==> src/rtl/pdb_pkg.sv <==
// Package for the Porter-Duff pixel blender: mode codes, blend control struct,
// factor selection and the rounded divide-by-255 helper.
// No dependencies.
package pdb_pkg;

    localparam int unsigned CH_W    = 8;
    localparam int unsigned NUM_CH  = 4;
    localparam int unsigned PADDR_W = 3;
    localparam int unsigned PDATA_W = 32;
    localparam int unsigned MODE_W  = 4;

    // Register index, taken from paddr[2] (registers sit on 4-byte steps)
    localparam logic REG_BLEND_MODE = 1'b0;

    localparam logic [CH_W-1:0] ALPHA_ZERO = 8'd0;
    localparam logic [CH_W-1:0] ALPHA_FULL = 8'd255;

    // Channel order inside a pixel
    localparam int unsigned CH_ALPHA = 0;
    localparam int unsigned CH_RED   = 1;
    localparam int unsigned CH_GREEN = 2;
    localparam int unsigned CH_BLUE  = 3;

    typedef enum logic [MODE_W-1:0] {
        MODE_CLEAR       = 4'd0,
        MODE_SRC         = 4'd1,
        MODE_DST         = 4'd2,
        MODE_SOURCE_OVER = 4'd3,
        MODE_DST_OVER    = 4'd4,
        MODE_SRC_IN      = 4'd5,
        MODE_DST_IN      = 4'd6,
        MODE_SRC_OUT     = 4'd7,
        MODE_DST_OUT     = 4'd8,
        MODE_SRC_ATOP    = 4'd9,
        MODE_DST_ATOP    = 4'd10,
        MODE_XOR         = 4'd11
    } t_blend_mode;

    // Weight applied to one side: zero, one (255), the other side's alpha,
    // or one minus the other side's alpha
    typedef enum logic [1:0] {
        F_ZERO,
        F_ONE,
        F_ALPHA,
        F_INV
    } t_factor;

    // Per-pixel control from the mode decoder to every channel lane
    typedef struct packed {
        logic [CH_W-1:0] src_factor;
        logic [CH_W-1:0] dst_factor;
        logic            joint;      // round the summed products once
    } t_blend_ctl;

    function automatic logic [CH_W-1:0] factor_value(input t_factor sel,
                                                     input logic [CH_W-1:0] alpha);
        logic [CH_W-1:0] val;
        unique case (sel)
            F_ZERO:  val = ALPHA_ZERO;
            F_ONE:   val = ALPHA_FULL;
            F_ALPHA: val = alpha;
            F_INV:   val = ~alpha;
            default: val = ALPHA_ZERO;
        endcase
        return val;
    endfunction

    // round(x / 255) as ((x + 128) * 257) >> 16, with *257 as a shifted add
    function automatic logic [8:0] div255(input logic [16:0] x);
        logic [17:0] biased;
        logic [25:0] scaled;
        biased = {1'b0, x} + 18'd128;
        scaled = {biased, 8'b0} + {8'b0, biased};
        return scaled[24:16];
    endfunction

endpackage

==> src/rtl/pdb_channel.sv <==
// One channel lane: two weighted products, rounded divide by 255, saturate.
// Depends on pdb_pkg.
module pdb_channel (
    input  logic [pdb_pkg::CH_W-1:0] i_src_val,
    input  logic [pdb_pkg::CH_W-1:0] i_dst_val,
    input  pdb_pkg::t_blend_ctl      i_ctl,
    output logic [pdb_pkg::CH_W-1:0] o_val
);
    import pdb_pkg::*;

    logic [15:0] src_prod, dst_prod;
    logic [16:0] prod_sum;
    logic [8:0]  split_res, joint_res, res;

    assign src_prod = {8'b0, i_src_val} * {8'b0, i_ctl.src_factor};
    assign dst_prod = {8'b0, i_dst_val} * {8'b0, i_ctl.dst_factor};
    assign prod_sum = {1'b0, src_prod} + {1'b0, dst_prod};

    assign split_res = div255({1'b0, src_prod}) + div255({1'b0, dst_prod});
    assign joint_res = div255(prod_sum);
    assign res       = i_ctl.joint ? joint_res : split_res;

    // Clamp: only reachable with colour above alpha
    assign o_val = res[8] ? ALPHA_FULL : res[CH_W-1:0];

endmodule

==> config.mk <==
export PLATFORM = sky130hd
export DESIGN_NAME = pdb_channel
export DESIGN_NICKNAME = d
export VERILOG_FILES = /design/src/rtl/pdb_pkg.sv /design/src/rtl/pdb_channel.sv
export SDC_FILE = /design/constraint.sdc
export NUM_CORES = 1
export LEC_CHECK = 0
export BUFFER_PORTS_ARGS = -buffer_cell sky130_fd_sc_hd__buf_2
export CAP_MARGIN = 25
export CORE_UTILIZATION = 45
export DETAILED_ROUTE_END_ITERATION = 7
export PLACE_DENSITY_LB_ADDON = 0.12
export RECOVER_POWER = 25
export SYNTH_ARGS = -nofsm -noshare
export SYNTH_HDL_FRONTEND = slang
export SYNTH_SLANG_ARGS = --single-unit
==> constraint.sdc <==
create_clock -name vclk -period 25.4
set_input_delay 1.27 -clock vclk [all_inputs]
set_output_delay 1.27 -clock vclk [all_outputs]
set_load 0.01 [all_outputs]
==> flow_summary.toml, run 1 <==
[run_status]
status = "complete, no violations"

[floorplan]
die_w_um = 130
design.core.area_sq_um = 16000
die-area_sq_um = 17000
pin_count = 41
start_util_pct = 46.4
dieHeight_um = 130
std_cell_rows = 46

[global_routing]
grt_max_degree = 17
overflow = 0
met3_usage_pct = 0.855
grt_use_met1_pct = 32.1
antenna_found_initial = 0
grt_use_met2_pct = 35.5
grt.total_usage_pct = 21.5
grt_pass1_wl_um = 29200
top_usage_layer = "met2"
first_global_vias = 5845

[run]
cap_violations = 0

[logic_synthesis]
ys_warn_count = 0
synth_cells = 909
ys_types = 82
syn_area_sq_um = 7430
avgSynthCellArea_sq_um = 8.17
synth.net_count = 1152
yosysSeqAreaShare_pct = 0

[final_layout]
drive_gt1_share_pct = 7.31
antenna_cells_inserted = 0
fin_nets = 1189
area_growth_pct = 5.90
seq_cell_count = 0
register_area_sq_um = 0
clock_buffers = 0
final_core_util_pct = 49.1

[detailed_routing]
drtIter0Drc = 288
viasPerCell = 5.40
vias = 6265
dr.pass1.iters = 5
wire_per_inst_um = 15.3
ant_nets = 0
routed_wl_um = 17700
drcViolationCount = 0

[worst_setup_path]
max_stage_delay_ns = 0.60
critPathRequiredTime_ns = 24.13
worstPathMaxFanout = 12
cp.arrival_ns = 11.22
crit_slowest_cell = "a2111o_1"
startpoint = "i_src_val[3]"
crit_end = "o_val[0]"
crit_type = "input pin to output pin"
startpoint_type = "input pin"
end_kind = "output pin"

[timing]
fmax_mhz = 80.1
rsz0062_at_grt = "no"
finalCritPeriodShare_pct = 49.2
finalHoldViolCount = 0
fin_crit_ns = 12.49
max_slew_margin_pct = 38.5
worstMarginPinSlew_ns = 0.914
setup_viol = 0
drv_slew = 0
finalSetupTns_ns = 0

[placement]
gp_congestion = 0.867
port_buffers = 41
hpwl_um = 15700

[worst_hold_path]
hold_path.class = "input pin to output pin"
min_from = "i_ctl[0]"

[clocking]
holdBufCountCts = 0
cts_resized = 0
cts_setup_buffers = 0
## layout make-up
class	count	area, sq um
Tap cell	216	270
Timing Repair Buffer	42	210
Fill cell	1614	8140
Inverter	141	529
Multi-Input combinational cell	761	6850
## cell usage in the layout (no fill, tap or decap), types with 3 or more instances in the layout
cell type | netlist | layout
nand3_1 | 14 | 14
and2_1 | 109 | 109
nand4_1 | 10 | 10
xnor2_1 | 36 | 36
a31oi_1 | 5 | 5
and4_1 | 4 | 4
o211a_1 | 5 | 5
xnor2_2 | 3 | 3
o31ai_1 | 5 | 5
a21oi_1 | 43 | 43
o21ai_0 | 26 | 26
or3_1 | 4 | 4
inv_1 | 139 | 139
a2111oi_2 | 4 | 4
nor3_1 | 16 | 16
ha_1 | 136 | 136
nand2b_1 | 5 | 5
a2111oi_0 | 5 | 5
nor2_1 | 40 | 40
a211oi_1 | 14 | 14
nand2_1 | 50 | 50
a211o_1 | 4 | 4
a21o_1 | 18 | 18
xor2_1 | 25 | 25
nor3b_1 | 5 | 5
o21bai_1 | 4 | 4
nor2b_1 | 8 | 8
a211oi_2 | 3 | 3
o21a_1 | 12 | 12
fa_1 | 74 | 74
and3_1 | 10 | 10
nor4_1 | 7 | 7
o211ai_1 | 5 | 5
buf_2 | 4 | 39
## kinds of logic after synthesis
group / Yosys count / share of synthesized area [%]
AOI/OAI and AO/OA: 185 / 18.1
xor gates and xnor gates: 66 / 8.44
adders and majority gates: 210 / 42.9
buffers and inverters: 148 / 7.70
muxes: 2 / 0.270
and+or+nand+nor: 298 / 22.6
## layer usage
metal | up-vias | wire length (um)
li1 | 3215 | -
met1 | 2934 | 9120
met2 | 102 | 7920
met3 | 14 | 491
met4 | 0 | 157
met5 | - | 0
## Yosys cell counts, types with 8 or more instances
cell	n	area share, %
a21o_1	18	1.8
inv_1	139	7.0
fa_1	74	20
o21a_1	12	1.2
xor2_1	25	2.9
and3_1	10	0.84
a21oi_1	43	2.9
xnor2_1	36	4.2
nor2_1	40	2.0
nor3_1	16	1.1
nand4_1	10	0.84
and2_1	109	9.2
nand3_1	14	0.94
nor2b_1	8	0.67
nand2_1	50	2.5
o21ai_0	26	1.8
a211oi_1	14	1.4
ha_1	136	23
## through the flow
stage	instances	hold slack (ns)	setup slack [ns]	cell area [sq um]
after floorplan	909	2.83	14.48	7430
after global placement	1160	3.17	13.26	7870
after detailed placement	1160	3.17	13.20	7870
after CTS	1160	3.17	13.16	7870
after global routing	1160	3.22	12.28	7860
final	1160	3.17	12.91	7860
## worst min-delay path by stage
| stage | endpoint | slack (ns) | cells past startpoint |
|---|---|---|---|
| 4_1_cts | o_val[3] | 3.17 | 4 |
| 5_1_grt | o_val[4] | 3.22 | 4 |
| 3_5_place_dp | o_val[3] | 3.17 | 4 |
| 3_3_place_gp | o_val[3] | 3.17 | 4 |
| 6_report | o_val[3] | 3.17 | 4 |
| 2_1_floorplan | o_val[6] | 2.83 | 2 |
## critical path: cells and delay by family
family	cells	cell delay (ns)
buffers and inverters	3	0.65
and+or+nand+nor	4	1.13
xor gates and xnor gates	3	0.84
adders and majority gates	9	3.64
AOI/OAI and AO/OA	17	3.66
Power of run 1 is left out: the tool's default activity adds up to more than one toggle a clock period on the data nets, which glitch-free logic cannot reach.
==> run 2, diff against run 1 <==
- ABC_AREA: not set -> 1
- clock period: 25.4 -> 13.05 ns (I/O delays scaled with it)
==> run 2 against run 1 <==
  * Via count grew 14%
  * Synthesized cell count increased by 40%
  * Sequential share of layout area unchanged
  * Worst setup slack worse by 8.9 ns
  * Synthesized area up 8.6%
==> flow_summary.toml, run 2 <==
[run_status]
status = "complete, no violations"

[detailed_routing]
dr.pass1.iters = 4
routed_wl_um = 17900
viasPerCell = 4.72
drcViolationCount = 0
vias = 7123
drtIter0Drc = 361
ant_nets = 0
wire_per_inst_um = 11.9

[final_layout]
area_growth_pct = 4.19
drive_gt1_share_pct = 10.1
register_area_sq_um = 0
fin_nets = 1528
n_fill_cell = 1886
final_common_cell = "inv_1"
final_cell_mix = "inv_1 (346), nand2_1 (320), ha_1 (136)"
clock_buffers = 0
seq_cell_count = 0
antenna_cells_inserted = 0

[timing]
max_slew_margin_pct = 56.1
finalHoldViolCount = 0
fmax_mhz = 110
finalCritPeriodShare_pct = 69.5
setup_viol = 0
worstMarginPinSlew_ns = 0.654
finalSetupTns_ns = 0
rsz0062_at_grt = "no"
fin_crit_ns = 9.07
drv_slew = 0

[placement]
hpwl_um = 16400
port_buffers = 41
gp_congestion = 0.869

[worst_setup_path]
crit_slowest_cell = "fa_1"
end_kind = "output pin"
max_stage_delay_ns = 0.54
crit_type = "input pin to output pin"
critPathRequiredTime_ns = 12.40
cp.arrival_ns = 8.42
worstPathMaxFanout = 8
startpoint_type = "input pin"
worst_path_most_repeated_cell = "nand2_1"

[clocking]
holdBufCountCts = 0
cts_resized = 0
cts_setup_buffers = 0

[global_routing]
grt_max_degree = 12
grt.total_usage_pct = 20.1
first_global_vias = 6746
overflow = 0
grt_pass1_wl_um = 30400
antenna_found_initial = 0

[logic_synthesis]
yosysSeqAreaShare_pct = 0
syn_area_sq_um = 8060
synth_common_cells = "inv_1 (346), nand2_1 (320), ha_1 (136), fa_1 (74), nand3_1 (64)"
avgSynthCellArea_sq_um = 6.32
ys_warn_count = 0
synth_cells = 1276
synthTopCellsByArea = "ha_1 (21%), fa_1 (18%), inv_1 (16%), nand2_1 (15%), nand3_1 (4.0%)"
synth_top_area_share_pct = 21.1
ys_types = 44
synth.net_count = 1519
synth_top_area_cell = "ha_1"
yosysMostFrequentCell = "inv_1"

[floorplan]
std_cell_rows = 48
die-area_sq_um = 18500
dieHeight_um = 136
start_util_pct = 46.3
die_w_um = 136
pin_count = 41
design.core.area_sq_um = 17400

[run]
cap_violations = 0

[worst_hold_path]
hold_path.class = "input pin to output pin"
run 2: layout make-up:
type,instances,area (sq um),share of cell area [%]
repair buffers,41,205,2.44
inverters,357,1340,16.0
well taps,225,282,3.35
multi-input cells,885,6570,78.3
run 2: metal layers:
layer / track usage (%) / up-vias / wire length, um
met1: 27.8 / 3171 / 9060
met5: 0 / - / 0
met3: 0.186 / 15 / 241
met2: 35.4 / 72 / 8250
li1: - / 3865 / -
met4: 3.31 / 0 / 325
run 2: path summary, 6_finish.rpt:
check | startpoint | endpoint | slack (ns) | depth (start not counted)
hold / removal | i_ctl[0] | o_val[3] | 1.79 | 4
setup / recovery | i_src_val[1] | o_val[0] | 3.98 | 50
run 2: critical path, delay by kind of cell:
family	cells	cell delay (ns)
buffers and inverters	14	1.05
XOR/XNOR	1	0.16
AND/OR/NAND/NOR	21	2.21
AO/OA/AOI/OAI	5	0.85
adder cells (fa/ha/maj)	9	3.45
run 2: cells by family (layout without fill, tap and decap cells):
| group | Yosys count | count (layout) | share of synthesized area, % |
|---|---|---|---|
| compound gates | 103 | 103 | 7.29 |
| simple gates | 539 | 539 | 31.2 |
| fa+ha+maj | 210 | 210 | 39.5 |
| buf+inv | 391 | 398 | 18.3 |
| xor+xnor | 33 | 33 | 3.77 |
run 2: per-stage QoR:
stage / instances / area, sq um / hold WS [ns] / setup WS (ns) / utilization, %
final: 1508 / 8400 / 1.79 / 3.98 / 48.2
after global placement: 1508 / 8420 / 1.80 / 4.22 / 48.3
after global routing: 1508 / 8400 / 1.82 / 3.31 / 48.2
after CTS: 1508 / 8420 / 1.79 / 4.14 / 48.3
after detailed placement: 1508 / 8420 / 1.79 / 4.15 / 48.3
after floorplan: 1276 / 8060 / 1.71 / 4.81 / -
Power of run 2 is left out for the same reason.
