File: src/rtl/pdb_pkg.sv
// Package for the Porter-Duff pixel blender: mode codes, blend control struct,
// factor selection and the rounded divide-by-255 helper.
// No dependencies.
package pdb_pkg;

    localparam int unsigned CH_W    = 8;
    localparam int unsigned NUM_CH  = 4;
    localparam int unsigned PADDR_W = 3;
    localparam int unsigned PDATA_W = 32;
    localparam int unsigned MODE_W  = 4;

    // Register index, taken from paddr[2] (registers sit on 4-byte steps)
    localparam logic REG_BLEND_MODE = 1'b0;

    localparam logic [CH_W-1:0] ALPHA_ZERO = 8'd0;
    localparam logic [CH_W-1:0] ALPHA_FULL = 8'd255;

    // Channel order inside a pixel
    localparam int unsigned CH_ALPHA = 0;
    localparam int unsigned CH_RED   = 1;
    localparam int unsigned CH_GREEN = 2;
    localparam int unsigned CH_BLUE  = 3;

    typedef enum logic [MODE_W-1:0] {
        MODE_CLEAR       = 4'd0,
        MODE_SRC         = 4'd1,
        MODE_DST         = 4'd2,
        MODE_SOURCE_OVER = 4'd3,
        MODE_DST_OVER    = 4'd4,
        MODE_SRC_IN      = 4'd5,
        MODE_DST_IN      = 4'd6,
        MODE_SRC_OUT     = 4'd7,
        MODE_DST_OUT     = 4'd8,
        MODE_SRC_ATOP    = 4'd9,
        MODE_DST_ATOP    = 4'd10,
        MODE_XOR         = 4'd11
    } t_blend_mode;

    // Weight applied to one side: zero, one (255), the other side's alpha,
    // or one minus the other side's alpha
    typedef enum logic [1:0] {
        F_ZERO,
        F_ONE,
        F_ALPHA,
        F_INV
    } t_factor;

    // Per-pixel control from the mode decoder to every channel lane
    typedef struct packed {
        logic [CH_W-1:0] src_factor;
        logic [CH_W-1:0] dst_factor;
        logic            joint;      // round the summed products once
    } t_blend_ctl;

    function automatic logic [CH_W-1:0] factor_value(input t_factor sel,
                                                     input logic [CH_W-1:0] alpha);
        logic [CH_W-1:0] val;
        unique case (sel)
            F_ZERO:  val = ALPHA_ZERO;
            F_ONE:   val = ALPHA_FULL;
            F_ALPHA: val = alpha;
            F_INV:   val = ~alpha;
            default: val = ALPHA_ZERO;
        endcase
        return val;
    endfunction

    // round(x / 255) as ((x + 128) * 257) >> 16, with *257 as a shifted add
    function automatic logic [8:0] div255(input logic [16:0] x);
        logic [17:0] biased;
        logic [25:0] scaled;
        biased = {1'b0, x} + 18'd128;
        scaled = {biased, 8'b0} + {8'b0, biased};
        return scaled[24:16];
    endfunction

endpackage

File: src/rtl/pdb_mode_decode.sv
// Mode decoder: turns the blend mode and the two alphas into per-side weights.
// Depends on pdb_pkg.
module pdb_mode_decode (
    input  pdb_pkg::t_blend_mode        i_mode,
    input  logic [pdb_pkg::CH_W-1:0]    i_src_alpha,
    input  logic [pdb_pkg::CH_W-1:0]    i_dst_alpha,
    output pdb_pkg::t_blend_ctl         o_ctl
);
    import pdb_pkg::*;

    logic    sa_zero, sa_full, da_zero, da_full;
    t_factor src_sel, dst_sel;
    logic    joint;

    assign sa_zero = (i_src_alpha == ALPHA_ZERO);
    assign sa_full = (i_src_alpha == ALPHA_FULL);
    assign da_zero = (i_dst_alpha == ALPHA_ZERO);
    assign da_full = (i_dst_alpha == ALPHA_FULL);

    // A plain copy is weight one on that side (exact through div255);
    // copying a side with zero alpha gives zero.
    always_comb begin
        src_sel = F_ZERO;
        dst_sel = F_ZERO;
        joint   = 1'b0;
        unique case (i_mode)
            MODE_CLEAR: begin
            end
            MODE_SRC: begin
                src_sel = sa_zero ? F_ZERO : F_ONE;
            end
            MODE_DST: begin
                dst_sel = da_zero ? F_ZERO : F_ONE;
            end
            MODE_SOURCE_OVER: begin
                priority if (sa_zero) begin
                    dst_sel = da_zero ? F_ZERO : F_ONE;
                end else if (sa_full || da_zero) begin
                    src_sel = F_ONE;
                end else begin
                    src_sel = F_ONE;
                    dst_sel = F_INV;
                end
            end
            MODE_DST_OVER: begin
                priority if (sa_zero) begin
                    dst_sel = da_zero ? F_ZERO : F_ONE;
                end else if (da_zero) begin
                    src_sel = F_ONE;
                end else if (da_full) begin
                    dst_sel = F_ONE;
                end else begin
                    src_sel = F_INV;
                    dst_sel = F_ONE;
                end
            end
            MODE_SRC_IN: begin
                priority if (sa_zero || da_zero) begin
                end else if (da_full) begin
                    src_sel = F_ONE;
                end else begin
                    src_sel = F_ALPHA;
                end
            end
            MODE_DST_IN: begin
                priority if (sa_zero) begin
                end else if (sa_full) begin
                    dst_sel = da_zero ? F_ZERO : F_ONE;
                end else if (da_zero) begin
                end else begin
                    dst_sel = F_ALPHA;
                end
            end
            MODE_SRC_OUT: begin
                priority if (sa_zero) begin
                end else if (da_zero) begin
                    src_sel = F_ONE;
                end else if (da_full) begin
                end else begin
                    src_sel = F_INV;
                end
            end
            MODE_DST_OUT: begin
                priority if (sa_zero) begin
                    dst_sel = da_zero ? F_ZERO : F_ONE;
                end else if (sa_full || da_zero) begin
                end else begin
                    dst_sel = F_INV;
                end
            end
            MODE_SRC_ATOP: begin
                priority if (sa_zero) begin
                    dst_sel = da_zero ? F_ZERO : F_ONE;
                end else if (da_zero) begin
                end else if (sa_full) begin
                    src_sel = da_full ? F_ONE : F_ALPHA;
                end else begin
                    src_sel = F_ALPHA;
                    dst_sel = F_INV;
                end
            end
            MODE_DST_ATOP: begin
                priority if (sa_zero) begin
                end else if (da_zero) begin
                    src_sel = F_ONE;
                end else if (sa_full && da_full) begin
                    dst_sel = F_ONE;
                end else if (sa_full) begin
                    src_sel = F_INV;
                    dst_sel = F_ONE;
                end else if (da_full) begin
                    dst_sel = F_ALPHA;
                end else begin
                    src_sel = F_INV;
                    dst_sel = F_ALPHA;
                end
            end
            MODE_XOR: begin
                priority if (sa_zero) begin
                    dst_sel = da_zero ? F_ZERO : F_ONE;
                end else if (da_zero) begin
                    src_sel = F_ONE;
                end else if (da_full) begin
                    dst_sel = sa_full ? F_ZERO : F_INV;
                end else if (sa_full) begin
                    src_sel = F_INV;
                end else begin
                    src_sel = F_INV;
                    dst_sel = F_INV;
                    joint   = 1'b1;
                end
            end
            default: begin
            end
        endcase
    end

    // Source side is weighted by the destination alpha and vice versa
    assign o_ctl.src_factor = factor_value(src_sel, i_dst_alpha);
    assign o_ctl.dst_factor = factor_value(dst_sel, i_src_alpha);
    assign o_ctl.joint      = joint;

endmodule

File: config.mk
export PLATFORM = sky130hd
export DESIGN_NAME = pdb_mode_decode
export DESIGN_NICKNAME = d
export VERILOG_FILES = /design/src/rtl/pdb_pkg.sv /design/src/rtl/pdb_mode_decode.sv
export SDC_FILE = /design/constraint.sdc
export NUM_CORES = 1
export LEC_CHECK = 0
export ABC_AREA = 1
export ABC_CLOCK_PERIOD_IN_PS = 1000
export BUFFER_PORTS_ARGS = -buffer_cell sky130_fd_sc_hd__buf_2
export CAP_MARGIN = 20
export CORE_MARGIN = 5
export CORE_UTILIZATION = 50
export DETAILED_ROUTE_END_ITERATION = 12
export PLACE_DENSITY = 0.84
export SLEW_MARGIN = 40
export SYNTH_ARGS = -nofsm -noshare
export SYNTH_HDL_FRONTEND = slang
export SYNTH_SLANG_ARGS = --single-unit
File: constraint.sdc
create_clock -name vclk -period 1
set_input_delay 0.05 -clock vclk [all_inputs]
set_output_delay 0.05 -clock vclk [all_outputs]
set_load 0.05 [all_outputs]
==> qor.csv, run 1 <==
stage;metric;value;unit
status;outcome;stopped before the end;
status;Halt Stage;clock tree synthesis;
status;Stop Error;[ERROR DPL-0038] Utilization greater than 100%, impossible to legalize;
synth;syn avg cell area;4.77;µm²
placed_design;placed wire-length estimate;2.22;mm
synth;sequential area share after synthesis;0;%
clock_network;setup bufs post-CTS;8;
clock_network;# resized after CTS;96;
synth;synthesis warning total;0;
synth;post-synth top area share;27.7;%
synth;Netlist Area Pre-Place;855;µm²
floorplan;Die W;51.3;µm
synth;Area contributors post-synth;nand2_1 (28%), inv_1 (14%), nor2_1 (11%);
floorplan;placement row count;15;
placed_design;placed cells;250;
floorplan;Die Span Y;51.3;µm
placed_design;final RePlAce weighted congestion;0.804;
synth;Distinct cells, synth;19;
clock_network;hold_buf cts;0;
synth;Synth Net Count;199;
synth;dominant cell type by area after synthesis;nand2_1;
synth;Syn Inst Count;179;
placed_design;IO buf count;37;
floorplan;Initial Util;51.2;%
floorplan;I/O pin cnt;37;
## stage by stage
| stage | worst slack [ns] | setup TNS (ns) | area, µm² |
|---|---|---|---|
| after floorplan | -0.0243 | -0.360 | 1040 |
| after global placement | -0.406 | -6.71 | 1380 |
| after detailed placement | -0.501 | -7.67 | 1380 |
## cell families after synthesis
kind of cell / after synthesis / share of synthesized area [%]
AOI/OAI and AO/OA: 11 / 10.5
buffers and inverters: 38 / 17.1
and+or+nand+nor: 130 / 72.3
## synthesized netlist by cell type
master    instances
nor2_1           24
nor4_1            1
buf_4             1
o21ai_4           1
nor2_2            7
nand4_1           2
nor2_4            4
o211ai_1          8
nand2_4           1
nand3_1          15
nand3b_1          1
a21oi_2           1
nand2_2          10
inv_2             4
nor3_2            1
nand2_1          63
inv_1            33
o21ai_1           1
nand3_4           1
==> run 2: changes to the inputs <==
Settings changed: CORE_AREA set to 5 5 66 68, CORE_MARGIN 5 to not set, CORE_UTILIZATION 50 to not set, DIE_AREA set to 0 0 71 73, PLACE_DENSITY 0.84 to not set, PLACE_DENSITY_LB_ADDON set to 0.15.
==> run 2 against run 1 <==
Net effect: the flow now finishes, with violations (setup timing); synthesized cell count unchanged; area after synthesis unchanged.
==> qor.csv, run 2 <==
stage;metric;value;unit;change
setup_path;CP Cell Sequence;buf_8 > inv_4 > nand2_4 > inv_4 > nor3_4 > nand2_4 > nand2_4 > nor2_4 > nor2_4 > buf_12 > nand2_4 > nand2_4 > buf_8;;
routing;first drt pass iteration count;4;;
setup_path;critical path class;in -> out;;
floorplan;Initial Util;22.5;%;-29 points
min_path;Min-Delay Path Class;in -> out;;
setup_path;Critical Path Sink Type;primary output;;
floorplan;I/O pin cnt;37;;unchanged
synth;Post-synth top cells;nand2_1 (63), inv_1 (33), nor2_1 (24);;
synth;Syn Inst Count;179;;unchanged
power_and_ir_drop;internal power;0.656;mW;
power_and_ir_drop;Overall Power;1.51;mW;
setup_path;CP required;0.95;ns;
synth;count leader, synth;nand2_1;;
synth;dominant cell type by area after synthesis;nand2_1;;
power_and_ir_drop;power density over cell area;639;mW/mm²;
routing;average wire per standard cell;11.1;µm;
setup_path;crit path buf inv count;5;;
final_layout;final net count;275;;
status;failing checks;setup timing;;
final_layout;FF/Latch Area;0;µm²;
synth;Synth Net Count;199;;unchanged
routing;Post-Route WL;3.36;mm;
power_and_ir_drop;switching share of power;56.5;%;
flow_run;max-cap violations;0;;
floorplan;placement row count;23;;+8
power_and_ir_drop;Gate power share;100.0;%;
routing;total number of vias;1339;;
final_layout;clock buffers;0;;
timing;f_max;0.779;GHz;
status;outcome;finished with violations;;
global_routing;initial antenna violation count;0;;
final_layout;ant diodes;0;;
floorplan;Core Footprint;0.00380;mm²;
timing;setup tns final;-4.46;ns;
setup_path;CP Launch Type;input port;;
timing;worst slew pin tran;0.361;ns;
routing;drc violations;0;;
global_routing;largest net degree at the start of global routing;9;;
timing;final worst path period share;128;%;
power_and_ir_drop;Clock Power Share;0;%;
placed_design;placed cells;289;;+16%
placed_design;IO buf count;37;;unchanged
setup_path;CP delay by family, top;simple AND/OR/NAND/NOR gates;;
synth;Distinct cells, synth;19;;unchanged
placed_design;final RePlAce weighted congestion;0.740;;-8.0%
global_routing;GRT Overall Usage;12.0;%;
final_layout;most common cell after layout, fill and taps aside;buf_4;;
global_routing;number of global-route vias before repair;1299;;
final_layout;commonest non-fill, non-tap cells in the layout;buf_4 (33), nand2_4 (31), nand2_2 (24), nor2_4 (24), buf_8 (23);;
synth;post-synth top area share;27.7;%;unchanged
global_routing;first-pass GRT wire length;5.35;mm;
final_layout;fillers;337;;
timing;Hold Vio Cnt, Final;0;;
clock_network;hold_buf cts;0;;unchanged
floorplan;Die Area;0.00518;mm²;
power_and_ir_drop;switching pwr;0.853;mW;
floorplan;Die Span Y;73;µm;+42%
power_and_ir_drop;Seq pwr share;0;%;
synth;Netlist Area Pre-Place;855;µm²;unchanged
routing;Post-DRT Antenna Nets;0;;
timing;Setup violations, final;17;;
timing;worst setup margin;-0.283;ns;
routing;drt first-iter violations;24;;
floorplan;Die W;71;µm;+38%
timing;Final Max Slew Viols;0;;
setup_path;CP peak stage delay;0.21;ns;
timing;post-layout min period;1.28;ns;
global_routing;grt ovf;0;;
power_and_ir_drop;Leak;1.16;nW;
setup_path;Worst Path Arrival;1.23;ns;
setup_path;slowest CP cell;nor3_4;;
synth;Area contributors post-synth;nand2_1 (28%), inv_1 (14%), nor2_1 (11%);;
timing;RSZ-0062 raised after global routing;yes;;
final_layout;Finished Core Util;62.1;%;
final_layout;multi-input logic area;0.00131;mm²;
setup_path;critical-path maximum fanout;6;;
synth;synthesis warning total;0;;unchanged
placed_design;placed wire-length estimate;2.24;mm;+1.2%
final_layout;layout cell share with drive strength beyond 1;77.9;%;
final_layout;Area growth, synth to finish;176;%;
final_layout;seq_cells;0;;
timing;worst relative slew slack;76.0;%;
setup_path;critical path's most frequent cell;nand2_4;;
synth;sequential area share after synthesis;0;%;unchanged
final_layout;post-route insts no fill;303;;
synth;syn avg cell area;4.77;µm²;unchanged
routing;drt via density;4.42;;
power_and_ir_drop;VDD IR max;0.357;mV;
==> run 2: cell counts after synthesis <==
No cell type changed its count.
==> run 2: logic make-up after synthesis <==
group	Yosys count	share of synthesized area, %
buf+inv	38	17.1
compound gates	11	10.5
simple gates	130	72.3
==> run 2: cell type report <==
cell class,count,area share (%)
inverters,37,6.73
multi-input cells,141,55.3
well taps,50,2.65
repair buffers,75,35.3
==> run 2: final timing paths <==
| kind | start | to | slack [ns] | cells past startpoint |
|---|---|---|---|---|
| worst max-delay path | i_mode[0] | o_ctl[3] | -0.28 | 13 |
| worst min-delay path | i_dst_alpha[7] | o_ctl[16] | 0.46 | 4 |
==> run 2: stage by stage <==
step / hold WS, ns / instance area, µm² / setup slack (ns)
3_3_place_gp: 0.588 / 1470 / -0.472
2_1_floorplan: 0.312 / 1040 / -0.0243
6_report: 0.463 / 2360 / -0.283
4_1_cts: 0.460 / 2100 / -0.282
3_5_place_dp: 0.591 / 1470 / -0.462
5_1_grt: 0.481 / 2360 / -0.339
==> run 2: timing repair <==
item / 4_1_cts / 5_1_grt
gates resized for setup: 157 / 62
pin swaps: 40 / 38
endpoints found under the setup margin: 17 / 17
setup buffers: 11 / 4
==> run 2: power groups by stage <==
stage | registers [mW] | clock network, mW | logic, mW
2_1_floorplan | 0 | 0 | 0.720
3_3_place_gp | 0 | 0 | 0.959
3_5_place_dp | 0 | 0 | 0.960
4_1_cts | 0 | 0 | 1.39
5_1_grt | 0 | 0 | 1.59
6_report | 0 | 0 | 1.51
==> run 2: layer usage <==
metal / vias to the layer above / routed length (µm) / GRT usage, %
met3: 0 / 90 / 0.275
li1: 699 / - / -
met1: 616 / 1290 / 13.7
met5: - / 0 / 0
met2: 24 / 1970 / 25.6
met4: 0 / 0 / 0
==> run 2: tightest hold or removal path: cells and delay by family <==
kind	cells	cell delay [ns]
AND/OR/NAND/NOR	2	0.13
buffers and inverters	2	0.23
Note: power is estimated with default switching activity, not from simulation.
